<file path="config.mk">
export PLATFORM = sky130hd
export DESIGN_NAME = ordered_list_engine
export DESIGN_NICKNAME = d
export VERILOG_FILES = /design/src/design/olist_pkg.sv /design/src/design/ordered_list_engine.sv /design/src/design/olist_dp.sv /design/src/design/olist_ctrl.sv
export SDC_FILE = /design/constraint.sdc
export NUM_CORES = 1
export LEC_CHECK = 0
export BUFFER_PORTS_ARGS = -buffer_cell sky130_fd_sc_hd__buf_2
export CORE_ASPECT_RATIO = 1.5
export CORE_MARGIN = 2
export CORE_UTILIZATION = 50
export DETAILED_ROUTE_END_ITERATION = 10
export PLACE_DENSITY_LB_ADDON = 0.08
export SYNTH_ARGS = -nofsm -noshare
export SYNTH_HDL_FRONTEND = slang
export SYNTH_SLANG_ARGS = --single-unit
export TNS_END_PERCENT = 50
</file>
<file path="constraint.sdc">
create_clock -name clk -period 16.6 [get_ports clk]
set_clock_uncertainty 0.1 [all_clocks]
set_input_delay 3.32 -clock clk [delete_from_list [all_inputs] [get_ports clk]]
set_output_delay 3.32 -clock clk [all_outputs]
set_load 0.02 [all_outputs]
</file>
<file path="src/design/olist_pkg.sv">
`default_nettype none

package olist_pkg;

  localparam int DEPTH    = 16;
  localparam int IDX_W    = (DEPTH > 1) ? $clog2(DEPTH) : 1;
  localparam int CNT_W    = $clog2(DEPTH + 1);
  localparam int DATA_W   = 32;
  localparam int POS_W    = 16;
  localparam int ACT_W    = 3;
  localparam int FOUND_W  = 4;
  localparam int FILL_W   = 5;

  typedef enum logic [ACT_W-1:0] {
    ACT_APPEND = 3'd0,
    ACT_READ   = 3'd1,
    ACT_REMOVE = 3'd2,
    ACT_SEARCH = 3'd3,
    ACT_POP    = 3'd4,
    ACT_TAKE   = 3'd5
  } act_t;

  typedef enum logic [3:0] {
    S_IDLE,
    S_APPEND,
    S_READ,
    S_READ_WAIT,
    S_REMOVE,
    S_SHIFT_RD,
    S_SHIFT_WR,
    S_POP,
    S_POP_WAIT,
    S_TAKE,
    S_TAKE_WAIT,
    S_SRCH_RD,
    S_SRCH_CMP,
    S_DONE
  } state_t;

  typedef enum logic [2:0] {
    ADDR_POS,
    ADDR_IDX,
    ADDR_IDX_NEXT,
    ADDR_TAIL,
    ADDR_HEAD,
    ADDR_CNT
  } addr_sel_t;

  typedef enum logic {
    WD_IN,
    WD_RDATA
  } wd_sel_t;

  // Commands from the controller to the datapath.
  typedef struct packed {
    logic      load_in;
    addr_sel_t addr_sel;
    logic      mem_rd;
    logic      mem_wr;
    wd_sel_t   wd_sel;
    logic      idx_load_pos;
    logic      idx_clear;
    logic      idx_inc;
    logic      cnt_inc;
    logic      cnt_dec;
    logic      set_ok;
    logic      take_rdata;
    logic      take_found;
    logic      out_load;
  } cmd_t;

  // Status from the datapath to the controller.
  typedef struct packed {
    logic pos_lt_cnt;
    logic cnt_zero;
    logic app_ok;
    logic idx_lt_cnt;
    logic idx_next_lt_cnt;
    logic match;
    logic out_free;
  } sts_t;

endpackage

`default_nettype wire

</file>
<file path="src/design/ordered_list_engine.sv">
// One item at a time: a new input beat is taken only in the idle state, after
// the previous result has been loaded into the output register. Remove and
// take shift the entries down through the single-port store, a read state and
// a write state per entry; search walks it with a read and a compare state per
// entry. Synchronous active-high reset empties the list and drops any pending
// output beat; the entry store itself is not cleared.
`default_nettype none

module ordered_list_engine
  import olist_pkg::*;
(
  input  wire logic                     clk,
  input  wire logic                     rst,
  input  wire logic                     in_valid,
  output logic                          in_ready,
  input  wire logic [ACT_W-1:0]         action,
  input  wire logic [POS_W-1:0]         position_in,
  input  wire logic signed [DATA_W-1:0] data_in,
  output logic                          out_valid,
  input  wire logic                     out_ready,
  output logic                          ok,
  output logic signed [DATA_W-1:0]      data_out,
  output logic [FOUND_W-1:0]            found_at,
  output logic [FILL_W-1:0]             fill
);

  // The controller sequences each action over the entry store; the datapath
  // holds the store, the count, the walk index and the output register.
  // Because the result sits in its own register, a new input beat is taken
  // while the previous result still waits for out_ready.
  cmd_t cmd;
  sts_t sts;

  olist_ctrl u_ctrl (
    .clk      (clk),
    .rst      (rst),
    .in_valid (in_valid),
    .in_ready (in_ready),
    .action   (action),
    .sts      (sts),
    .cmd      (cmd)
  );

  olist_dp u_dp (
    .clk         (clk),
    .rst         (rst),
    .cmd         (cmd),
    .sts         (sts),
    .position_in (position_in),
    .data_in     (data_in),
    .out_valid   (out_valid),
    .out_ready   (out_ready),
    .ok          (ok),
    .data_out    (data_out),
    .found_at    (found_at),
    .fill        (fill)
  );

endmodule

`default_nettype wire

</file>
<file path="src/design/olist_dp.sv">
`default_nettype none

module olist_dp
  import olist_pkg::*;
(
  input  wire logic                     clk,
  input  wire logic                     rst,
  input  wire cmd_t                     cmd,
  output sts_t                          sts,
  input  wire logic [POS_W-1:0]         position_in,
  input  wire logic signed [DATA_W-1:0] data_in,
  output logic                          out_valid,
  input  wire logic                     out_ready,
  output logic                          ok,
  output logic signed [DATA_W-1:0]      data_out,
  output logic [FOUND_W-1:0]            found_at,
  output logic [FILL_W-1:0]             fill
);

  logic [DATA_W-1:0]  mem [DEPTH];
  logic [DATA_W-1:0]  rdata;
  logic [POS_W-1:0]   pos_q;
  logic [DATA_W-1:0]  data_q;
  logic [CNT_W-1:0]   count;
  logic [CNT_W-1:0]   idx;
  logic               res_ok;
  logic [DATA_W-1:0]  res_dout;
  logic [FOUND_W-1:0] res_found;
  logic [CNT_W-1:0]   idx_plus;
  logic [CNT_W-1:0]   count_minus;
  logic [IDX_W-1:0]   addr;
  logic [DATA_W-1:0]  wdata;
  logic [CNT_W:0]     idx_next_ext;

  assign idx_plus     = idx + CNT_W'(1);
  assign count_minus  = count - CNT_W'(1);
  assign idx_next_ext = {1'b0, idx} + (CNT_W + 1)'(1);

  always_comb begin
    case (cmd.addr_sel)
      ADDR_POS:      addr = pos_q[IDX_W-1:0];
      ADDR_IDX:      addr = idx[IDX_W-1:0];
      ADDR_IDX_NEXT: addr = idx_plus[IDX_W-1:0];
      ADDR_TAIL:     addr = count_minus[IDX_W-1:0];
      ADDR_CNT:      addr = count[IDX_W-1:0];
      default:       addr = '0;
    endcase
    wdata = (cmd.wd_sel == WD_RDATA) ? rdata : data_q;
  end

  always_ff @(posedge clk) begin
    if (cmd.mem_wr) begin
      mem[addr] <= wdata;
    end
    if (cmd.mem_rd) begin
      rdata <= mem[addr];
    end
  end

  always_comb begin
    sts.pos_lt_cnt      = POS_W'(count) > pos_q;
    sts.cnt_zero        = count == '0;
    sts.app_ok          = (count != CNT_W'(DEPTH)) &&
                          ((count == '0) || (pos_q >= POS_W'(count)));
    sts.idx_lt_cnt      = idx < count;
    sts.idx_next_lt_cnt = idx_next_ext < {1'b0, count};
    sts.match           = rdata == data_q;
    sts.out_free        = !out_valid || out_ready;
  end

  always_ff @(posedge clk) begin
    if (cmd.load_in) begin
      pos_q  <= position_in;
      data_q <= data_in;
    end
    if (cmd.load_in) begin
      res_ok    <= 1'b0;
      res_dout  <= '0;
      res_found <= '0;
    end else begin
      if (cmd.set_ok) begin
        res_ok <= 1'b1;
      end
      if (cmd.take_rdata) begin
        res_dout <= rdata;
      end
      if (cmd.take_found) begin
        res_found <= FOUND_W'(idx);
      end
    end
    if (cmd.idx_load_pos) begin
      idx <= CNT_W'(pos_q);
    end else if (cmd.idx_clear) begin
      idx <= '0;
    end else if (cmd.idx_inc) begin
      idx <= idx_plus;
    end
    if (cmd.out_load) begin
      ok       <= res_ok;
      data_out <= res_dout;
      found_at <= res_found;
      fill     <= FILL_W'(count);
    end
  end

  always_ff @(posedge clk) begin
    if (rst) begin
      count     <= '0;
      out_valid <= 1'b0;
    end else begin
      if (cmd.cnt_inc) begin
        count <= count + CNT_W'(1);
      end else if (cmd.cnt_dec) begin
        count <= count_minus;
      end
      if (cmd.out_load) begin
        out_valid <= 1'b1;
      end else if (out_ready) begin
        out_valid <= 1'b0;
      end
    end
  end

endmodule

`default_nettype wire

</file>
<file path="src/design/olist_ctrl.sv">
`default_nettype none

module olist_ctrl
  import olist_pkg::*;
(
  input  wire logic             clk,
  input  wire logic             rst,
  input  wire logic             in_valid,
  output logic                  in_ready,
  input  wire logic [ACT_W-1:0] action,
  input  wire sts_t             sts,
  output cmd_t                  cmd
);

  state_t state;
  state_t state_next;

  always_ff @(posedge clk) begin
    if (rst) begin
      state <= S_IDLE;
    end else begin
      state <= state_next;
    end
  end

  always_comb begin
    state_next = state;
    in_ready   = 1'b0;
    cmd        = '0;
    cmd.addr_sel = ADDR_IDX;
    cmd.wd_sel   = WD_IN;
    unique case (state)
      S_IDLE: begin
        // No beat is taken while reset is held.
        in_ready = !rst;
        if (in_valid) begin
          cmd.load_in   = 1'b1;
          cmd.idx_clear = 1'b1;
          unique case (action)
            ACT_APPEND: state_next = S_APPEND;
            ACT_READ:   state_next = S_READ;
            ACT_REMOVE: state_next = S_REMOVE;
            ACT_SEARCH: state_next = S_SRCH_RD;
            ACT_POP:    state_next = S_POP;
            ACT_TAKE:   state_next = S_TAKE;
            default:    state_next = S_DONE;
          endcase
        end
      end
      S_APPEND: begin
        if (sts.app_ok) begin
          cmd.addr_sel = ADDR_CNT;
          cmd.mem_wr   = 1'b1;
          cmd.cnt_inc  = 1'b1;
          cmd.set_ok   = 1'b1;
        end
        state_next = S_DONE;
      end
      S_READ: begin
        if (sts.pos_lt_cnt) begin
          cmd.addr_sel = ADDR_POS;
          cmd.mem_rd   = 1'b1;
          state_next   = S_READ_WAIT;
        end else begin
          state_next = S_DONE;
        end
      end
      S_READ_WAIT: begin
        cmd.take_rdata = 1'b1;
        cmd.set_ok     = 1'b1;
        state_next     = S_DONE;
      end
      S_REMOVE: begin
        if (sts.pos_lt_cnt) begin
          cmd.idx_load_pos = 1'b1;
          cmd.set_ok       = 1'b1;
          state_next       = S_SHIFT_RD;
        end else begin
          state_next = S_DONE;
        end
      end
      S_SHIFT_RD: begin
        if (sts.idx_next_lt_cnt) begin
          cmd.addr_sel = ADDR_IDX_NEXT;
          cmd.mem_rd   = 1'b1;
          state_next   = S_SHIFT_WR;
        end else begin
          cmd.cnt_dec = 1'b1;
          state_next  = S_DONE;
        end
      end
      S_SHIFT_WR: begin
        cmd.addr_sel = ADDR_IDX;
        cmd.wd_sel   = WD_RDATA;
        cmd.mem_wr   = 1'b1;
        cmd.idx_inc  = 1'b1;
        state_next   = S_SHIFT_RD;
      end
      S_POP: begin
        if (!sts.cnt_zero) begin
          cmd.addr_sel = ADDR_TAIL;
          cmd.mem_rd   = 1'b1;
          state_next   = S_POP_WAIT;
        end else begin
          state_next = S_DONE;
        end
      end
      S_POP_WAIT: begin
        cmd.take_rdata = 1'b1;
        cmd.set_ok     = 1'b1;
        cmd.cnt_dec    = 1'b1;
        state_next     = S_DONE;
      end
      S_TAKE: begin
        if (!sts.cnt_zero) begin
          cmd.addr_sel = ADDR_HEAD;
          cmd.mem_rd   = 1'b1;
          state_next   = S_TAKE_WAIT;
        end else begin
          state_next = S_DONE;
        end
      end
      S_TAKE_WAIT: begin
        cmd.take_rdata = 1'b1;
        cmd.set_ok     = 1'b1;
        cmd.idx_clear  = 1'b1;
        state_next     = S_SHIFT_RD;
      end
      S_SRCH_RD: begin
        if (sts.idx_lt_cnt) begin
          cmd.addr_sel = ADDR_IDX;
          cmd.mem_rd   = 1'b1;
          state_next   = S_SRCH_CMP;
        end else begin
          state_next = S_DONE;
        end
      end
      S_SRCH_CMP: begin
        if (sts.match) begin
          cmd.set_ok     = 1'b1;
          cmd.take_found = 1'b1;
          state_next     = S_DONE;
        end else begin
          cmd.idx_inc = 1'b1;
          state_next  = S_SRCH_RD;
        end
      end
      S_DONE: begin
        if (sts.out_free) begin
          cmd.out_load = 1'b1;
          state_next   = S_IDLE;
        end
      end
      default: state_next = S_IDLE;
    endcase
  end

endmodule

`default_nettype wire
</file>
=== Word level (Yosys, flattened, before mapping) ===
Memory sizes are Yosys's and may differ from the RTL's. A register that Yosys moved wholly into a read port is not among the register bits.
Index checks and enable logic that the tools add are counted.

* Add/subtract/negate cells: 4
* Magnitude comparators: 4
* Eq/ne operators: 26
* Mux-type cells: 50
* Reductions and logical operators: 16

{| class="wikitable"
|+ Operators by type and width
! kind !! count
|-
| 4-bit case mux with 11 select lines || 1
|-
| 32-bit equality test || 1
|-
| 32-bit two-way mux || 1
|-
| 5-bit two-way mux || 5
|-
| 4-bit equality test (second input constant) || 6
|-
| 4-bit two-way mux || 6
|-
| 4-bit case mux with 6 select lines || 1
|-
| 1-bit two-way mux || 21
|-
| 4-bit case mux with 5 select lines || 1
|-
| 3-bit two-way mux || 6
|-
| 3-bit case mux with 6 select lines || 1
|-
| 4-bit by 3-bit equality test with 1-bit output (second input constant) || 4
|-
| 16-bit by 5-bit greater-or-equal comparator with 1-bit output || 1
|-
| 5-bit by 16-bit greater-than comparator with 1-bit output || 1
|-
| 3-bit by 2-bit equality test with 1-bit output (second input constant) || 4
|-
| 5-bit by 1-bit adder with 5-bit output (second input constant) || 2
|-
| 3-bit equality test (second input constant) || 3
|-
| 4-bit by 2-bit equality test with 1-bit output (second input constant) || 2
|-
| 1-bit case mux with 2 select lines || 4
|-
| 5-bit by 1-bit adder with 6-bit output (second input constant) || 1
|-
| 3-bit by 1-bit equality test with 1-bit output (second input constant) || 2
|-
| 3-bit logical NOT || 2
|-
| 6-bit by 5-bit less-than comparator with 1-bit output || 1
|-
| 3-bit OR reduction || 2
|-
| 17 further kinds || 21
|}

* Bits in registers: 142
* Memory bits (writable): 512
* Output and inout port bits: 44
* Word-level logic and storage cells: 114
* Memories: 1

{| class="wikitable"
|+ Memories
! name !! depth !! width !! read ports !! clocked after memory_dff !! write ports !! line !! text
|-
| u_dp.mem || 16 || 32 || 1 || 1 || 1 || olist_dp.sv:20 || <nowiki>logic [DATA_W-1:0] mem [DEPTH];</nowiki>
|}

=== Logic depth before layout (Yosys ltp) ===
Gate-level depths: netlist of the first run.

* Depth in word-level cells: 7
* Mapped depth: 15
* Mapped depth without buffers: 12

=== By module ===
A second synthesis of the first run with hierarchy kept.

* Cells, all modules: 1,912
* Area total of the unflattened synthesis: 28,127.0 um^2

{| class="wikitable"
|+ Modules (own cells, without submodules)
! module !! times used !! cells an instance !! area each (um^2)
|-
| olist_dp || 1 || 1,805 || 27,427.6
|-
| olist_ctrl || 1 || 107 || 699.4
|}

=== Least setup slack after synthesis of the first run ===
OpenSTA, ideal clock, no wires.

* Path kind: input to output
* Start point: input rst
* End point: output in_ready
* Arrival: 3.814 ns
* Required time: 13.180 ns
* Slack: 9.366 ns
* Stages on the path: 2
* Path through: clkbuf_1 -> nor2_1

* Cells in the longest elaborated chain, start to end: 2

{| class="wikitable"
|+ Ends and longest elaborated chain
! element !! line !! text
|-
| from (decl) || ordered_list_engine.sv:13 || <nowiki>input wire logic rst,</nowiki>
|-
| 1-bit logical NOT || olist_ctrl.sv:35 || <nowiki>in_ready = !rst;</nowiki>
|-
| 1-bit two-way mux || olist_ctrl.sv:32 || <nowiki>unique case (state)</nowiki>
|-
| to (decl) || ordered_list_engine.sv:15 || <nowiki>output logic in_ready,</nowiki>
|}

Every way passes these cells.

=== Final worst setup path of the first run ===
Ends and elaborated chain as after synthesis.

==> results.tsv, run 1 <==
metric	value	unit
status	complete, no violations	
antenna_found_initial	0	
dieArea	0.0543	sq mm
synth_fp_nets	1728	
grt.overflow.total	0	
syn_avg_cell_area	15.8	sq um
vias	15600	
cap_violations	0	
power.net_switching	2.35	mW
tns	0	ps
grt_pass1_vias	15700	
synth_top_flop_cell	edfxtp_1	
wirelength	68.3	mm
diodes	0	
ys_seq_area_frac	0.768	
slowest_stage	buf_2	
crit_type	in -> out	
synth_area_leaders	edfxtp_1 73%, a222oi_1 4.9%, a21oi_1 3.6%	
path_buf_inv	2	
utilization	0.571	
met2_usage	0.425	
rsz0062_at_grt	false	
cts_max_level	3	
worst_hold_slack	328	ps
path_delay_family	buffers and inverters	
synth-seq-cells	686	
nNetsFinal	1821	
cts_hold_buf	0	
initial_core_util	0.507	
synth-edff-count	639	
final_area	0.0295	sq mm
cts_tree	yes	
fin_crit	7180	ps
io_buffers	98	
powerDensity	204	mW/mm^2
cts_buffers	66	
synth_top_cell_area_share	0.732	
grt_max_degree	75	
grt.busiest_layer	met2	
yosysTopAreaCell	edfxtp_1	
ant_nets	0	
place.gp.congestion	0.867	
period_share	0.432	
async_flop_share	0	
drv_slew	0	
core	0.0517	sq mm
yosys_warnings	0	
final_hold_viol_count	0	
critPathMaxFanout	11	
synthCells	1657	
preCtsSetupSlack	9420	ps
first_pass_iters	9	
swShare	0.389	
clockPowerShare	0.231	
hpwl	36.4	mm
total_power	6.03	mW
tightest_slew	1280	ps
internal_power	3.69	mW
ys_types	62	
leakagePower	9.54	nW
remaining_drc_errors	0	
placed_area	0.0275	sq mm
wl_per_cell	27.6	um
nFillCells	4101	
syn-cell-area	0.0262	sq mm
combPwrFrac	0.374	
clk_latency	600	ps
grt_pass1_wl	100	mm
grt_util_met1	0.335	
setup_slack	9420	ps
instances_no_fill	2477	
place_inst	2358	
num_rows	102	
setup_viol	0	
start_kind	primary input	
clk_pin_slew_worst_paths	60	ps
synth_common_cells	639 x edfxtp_1, 188 x a21oi_1, 144 x nand3_1, 128 x a222oi_1, 89 x nand2_1	
crit_top_cell	buf_2	
cts.sinks	686	
met3_usage	0.0323	
arrival	3760	ps
cts_setup_buffers	0	
cts_root_buf	clkbuf_16	
hp-class	reg -> reg	
pwr-share-seq	0.394	
drive_gt1_frac	0.165	
max_stage_delay	170	ps
cp.required	13180	ps
relSlewSlack	0.146	
clk_path_buf_depth	3	
die_y	284	um
die_width	191	um
syn_to_final_growth	12.5	%
post_cts_resized	0	
cp-end-kind	primary output	
vias_per_cell	6.29	
ir_worst_vdd	0.000176	V
path_cells	buf_2 -> nor2_1 -> buf_2	
ios	99	
synth.most_common_cell	edfxtp_1	
fmax	139	MHz
grt_use_total	0.252	
drtIter0Drc	2097	
-- layout by cell type (no fill, tap or decap), types with 7 or more instances in the layout --
cell,synthesis,final
nor2_1,46,39
nand3_1,144,144
o21ai_0,10,10
nand2_1,89,88
clkbuf_16,0,68
or4_1,33,33
xor2_1,34,34
dfxtp_1,47,47
inv_1,15,15
mux2_2,32,32
nor4_1,12,11
clkinv_2,0,14
nor3_1,16,10
ha_1,16,16
nor2_4,0,7
clkinv_1,1,18
nor3_2,1,7
edfxtp_1,639,639
a222oi_1,128,128
a21oi_1,188,188
buf_4,1,37
buf_2,14,98
clkbuf_1,77,10
-- flip-flops by register name (all words and copies together), names as in the netlist, 5 cells and up --
signal / flops
u_dp.count: 5
u_dp.data_out: 32
u_dp.data_q: 32
u_dp.fill: 5
u_dp.idx: 5
u_dp.mem: 512
u_dp.pos_q: 16
u_dp.rdata: 32
u_dp.res_dout: 32
-- power by group through the flow --
stage	Sequential, mW	Combinational (mW)	Clock, mW
final	2.38	2.26	1.40
after floorplan	2.36	1.54	0
after global placement	2.41	2.22	0
after global routing	2.40	2.44	1.49
after detailed placement	2.41	2.25	0
after CTS	2.38	2.26	1.42
-- routing by layer --
layer	part of all wire	vias up	wire, um
met1	0.39	7876	26900
met5	0	-	0
met4	0.033	0	2290
li1	-	6894	-
met2	0.50	684	34500
met3	0.068	134	4670
-- cells by family (layout without fill, tap and decap cells) --
group,after synthesis,after routing,share of synthesized area
compound gates,368,368,0.0993
buf+inv,126,270,0.0211
mux,34,34,0.0145
flops,686,686,0.768
xor+xnor,40,40,0.0134
fa+ha+maj,18,18,0.00840
simple gates,385,385,0.0755
-- cell type report --
type                            count  area, sq um  share of cell area
Clock buffer                       80         1770              0.0599
Clock inverter                     39          223             0.00755
Inverter                           16         60.1             0.00204
Multi-Input combinational cell    845         5710               0.194
Sequential cell                   686        20100               0.682
Tap cell                          676          846              0.0287
Timing Repair Buffer              135          768              0.0260
-- worst register-to-register path, delay by kind of cell (launching register included) --
family | cells | cell delay (ps)
AND/OR/NAND/NOR | 5 | 1830
AO/OA/AOI/OAI | 4 | 1660
buffers and inverters | 2 | 900
flip-flops | 1 | 490
adder cells (fa/ha/maj) | 1 | 380
-- final timing paths --
path / cells past startpoint / start / slack, ps / end
max reg2reg: 12 / u_dp.count[2] / 10860 / u_dp.mem[12][19]
min reg2reg: 0 / u_dp.res_dout[12] / 330 / u_dp.data_out[12]
min: 0 / u_dp.res_dout[12] / 330 / u_dp.data_out[12]
max: 3 / rst / 9420 / in_ready
Note: power is estimated with default switching activity, not from simulation.
==> run 2, diff against run 1 <==
Clock period 16.6 ns to 6.9 ns, I/O delays scaled along.
==> results.tsv, run 2 (synthesis results as in run 1) <==
metric	value	unit	change
status	complete, no violations		
core	0.0517	sq mm	unchanged
clk_pin_slew_worst_paths	60	ps	about the same
nNetsFinal	1820		-0.055%
cts_hold_buf	0		unchanged
setup_viol	0		unchanged
initial_core_util	0.507		unchanged
remaining_drc_errors	0		unchanged
cts.sinks	686		unchanged
critPathMaxFanout	36		+25
hpwl	39.6	mm	+8.9%
ant_nets	0		unchanged
nFillCells	4061		-0.98%
dieArea	0.0543	sq mm	unchanged
place_inst	2356		-0.085%
path_cells	clkinv_1 -> ha_1 -> nand3_1 -> a21oi_1 -> nor3_2 -> a21boi_1 -> o21ai_0 -> o211ai_1 -> nand2b_2 -> nor2_4 -> buf_4		
slowest_stage	nand2b_2		
tightest_slew	1360	ps	+85.5 ps
grt_use_total	0.260		+0.00742
period_share	0.819		
final_hold_viol_count	0		unchanged
fin_crit	5650	ps	
cts_setup_buffers	0		unchanged
multiInputGateArea	0.00571	sq mm	unchanged
grt_max_degree	132		+76%
wirelength	70.4	mm	+3.2%
ios	99		unchanged
fmax	177	MHz	
post_cts_resized	0		unchanged
grt_pass1_wl	103	mm	+2.6%
cap_violations	0		unchanged
relSlewSlack	0.0925		-0.0533
arrival	5780	ps	+2020 ps
place.gp.congestion	0.855		-1.4%
cts_tree	yes		
path_delay_family	simple AND/OR/NAND/NOR gates		
regArea	0.0201	sq mm	unchanged
cp.required	7030	ps	-6150 ps
drv_slew	0		unchanged
grt_pass1_vias	15800		+0.55%
tns	0	ps	unchanged
path_buf_inv	2		unchanged
cts_buffers	66		unchanged
diodes	0		unchanged
largest_register	u_dp.mem		
max_stage_delay	830	ps	+660 ps
powerDensity	496	mW/mm^2	+140%
wl_per_cell	28.5	um	+3.4%
cts_root_buf	clkbuf_16		
vias	15900		+2.0%
clk_latency	600	ps	about the same
cp-end-kind	register		
leakagePower	9.57	nW	+0.24%
instances_no_fill	2471		-0.24%
drive_gt1_frac	0.162		-0.00279
mostFrequentLayoutCells	639 x edfxtp_1, 188 x a21oi_1, 144 x nand3_1		
clk_path_buf_depth	3		unchanged
hp-class	reg -> reg		
start_kind	register		
die_width	191	um	unchanged
cts_max_level	3		unchanged
mostFrequentLayoutCell	edfxtp_1		
num_rows	102		unchanged
die_y	284	um	unchanged
crit_type	reg -> reg		
rsz0062_at_grt	false		
io_buffers	98		unchanged
largest_reg_flops	512		unchanged
antenna_found_initial	0		unchanged
grt.overflow.total	0		unchanged
ir_worst_vdd	0.000453	V	+160%
drtIter0Drc	1983		-5.4%
first_pass_iters	9		unchanged
vias_per_cell	6.44		+2.3%
syn_to_final_growth	13.0	%	
-- run 2: path summary, 6_finish.rpt --
path | cells after the start | slack (ps) | end | start
hold reg to reg | 0 | 330 | u_dp.data_out[14] | u_dp.res_dout[14]
setup reg to reg | 11 | 1250 | u_dp.mem[6][11] | u_dp.count[2]
hold / removal | 0 | 330 | u_dp.data_out[14] | u_dp.res_dout[14]
setup / recovery | 11 | 1250 | u_dp.mem[6][11] | u_dp.count[2]
-- run 2: final cells by class --
| type | count | area share |
|---|---|---|
| Timing Repair Buffer | 134 | 0.0281 |
| Inverter | 16 | 0.00203 |
| Clock inverter | 32 | 0.0101 |
| Sequential cell | 686 | 0.680 |
| Multi-Input combinational cell | 845 | 0.193 |
| Tap cell | 676 | 0.0286 |
| Clock buffer | 82 | 0.0585 |
-- run 2: power breakdown --
group          internal, mW  switching (mW)
clock network          1.94            1.52
registers              5.42           0.326
logic                  1.63            3.85
-- run 2: worst register-to-register path, stage by stage, from the launching register on --
cell      delay (ps)
dfxtp_1          450
clkinv_1         310
ha_1             380
nand3_1           90
a21oi_1          430
nor3_2           160
a21boi_1         670
o21ai_0          210
o211ai_1         270
nand2b_2         840
nor2_4           790
buf_4            560
-- run 2: per-layer routing --
metal	track usage	vias to the layer above	part of all wire
met4	0.0938	0	0.029
li1	-	6894	-
met3	0.0356	138	0.078
met2	0.441	819	0.51
met1	0.341	8055	0.38
met5	0	-	0
-- run 2: metrics by stage --
stage / hold slack, ps / util / area (sq um) / setup WS, ps / total power [mW]
6_report: 326 / 0.573 / 29600 / 1250 / 14.7
5_1_grt: 337 / 0.573 / 29600 / 925 / 15.3
4_1_cts: 327 / 0.572 / 29600 / 1200 / 14.7
3_5_place_dp: 316 / 0.533 / 27600 / 1220 / 11.3
3_3_place_gp: 314 / 0.532 / 27500 / 1130 / 11.2
2_1_floorplan: 308 / - / 26200 / 243 / 9.37
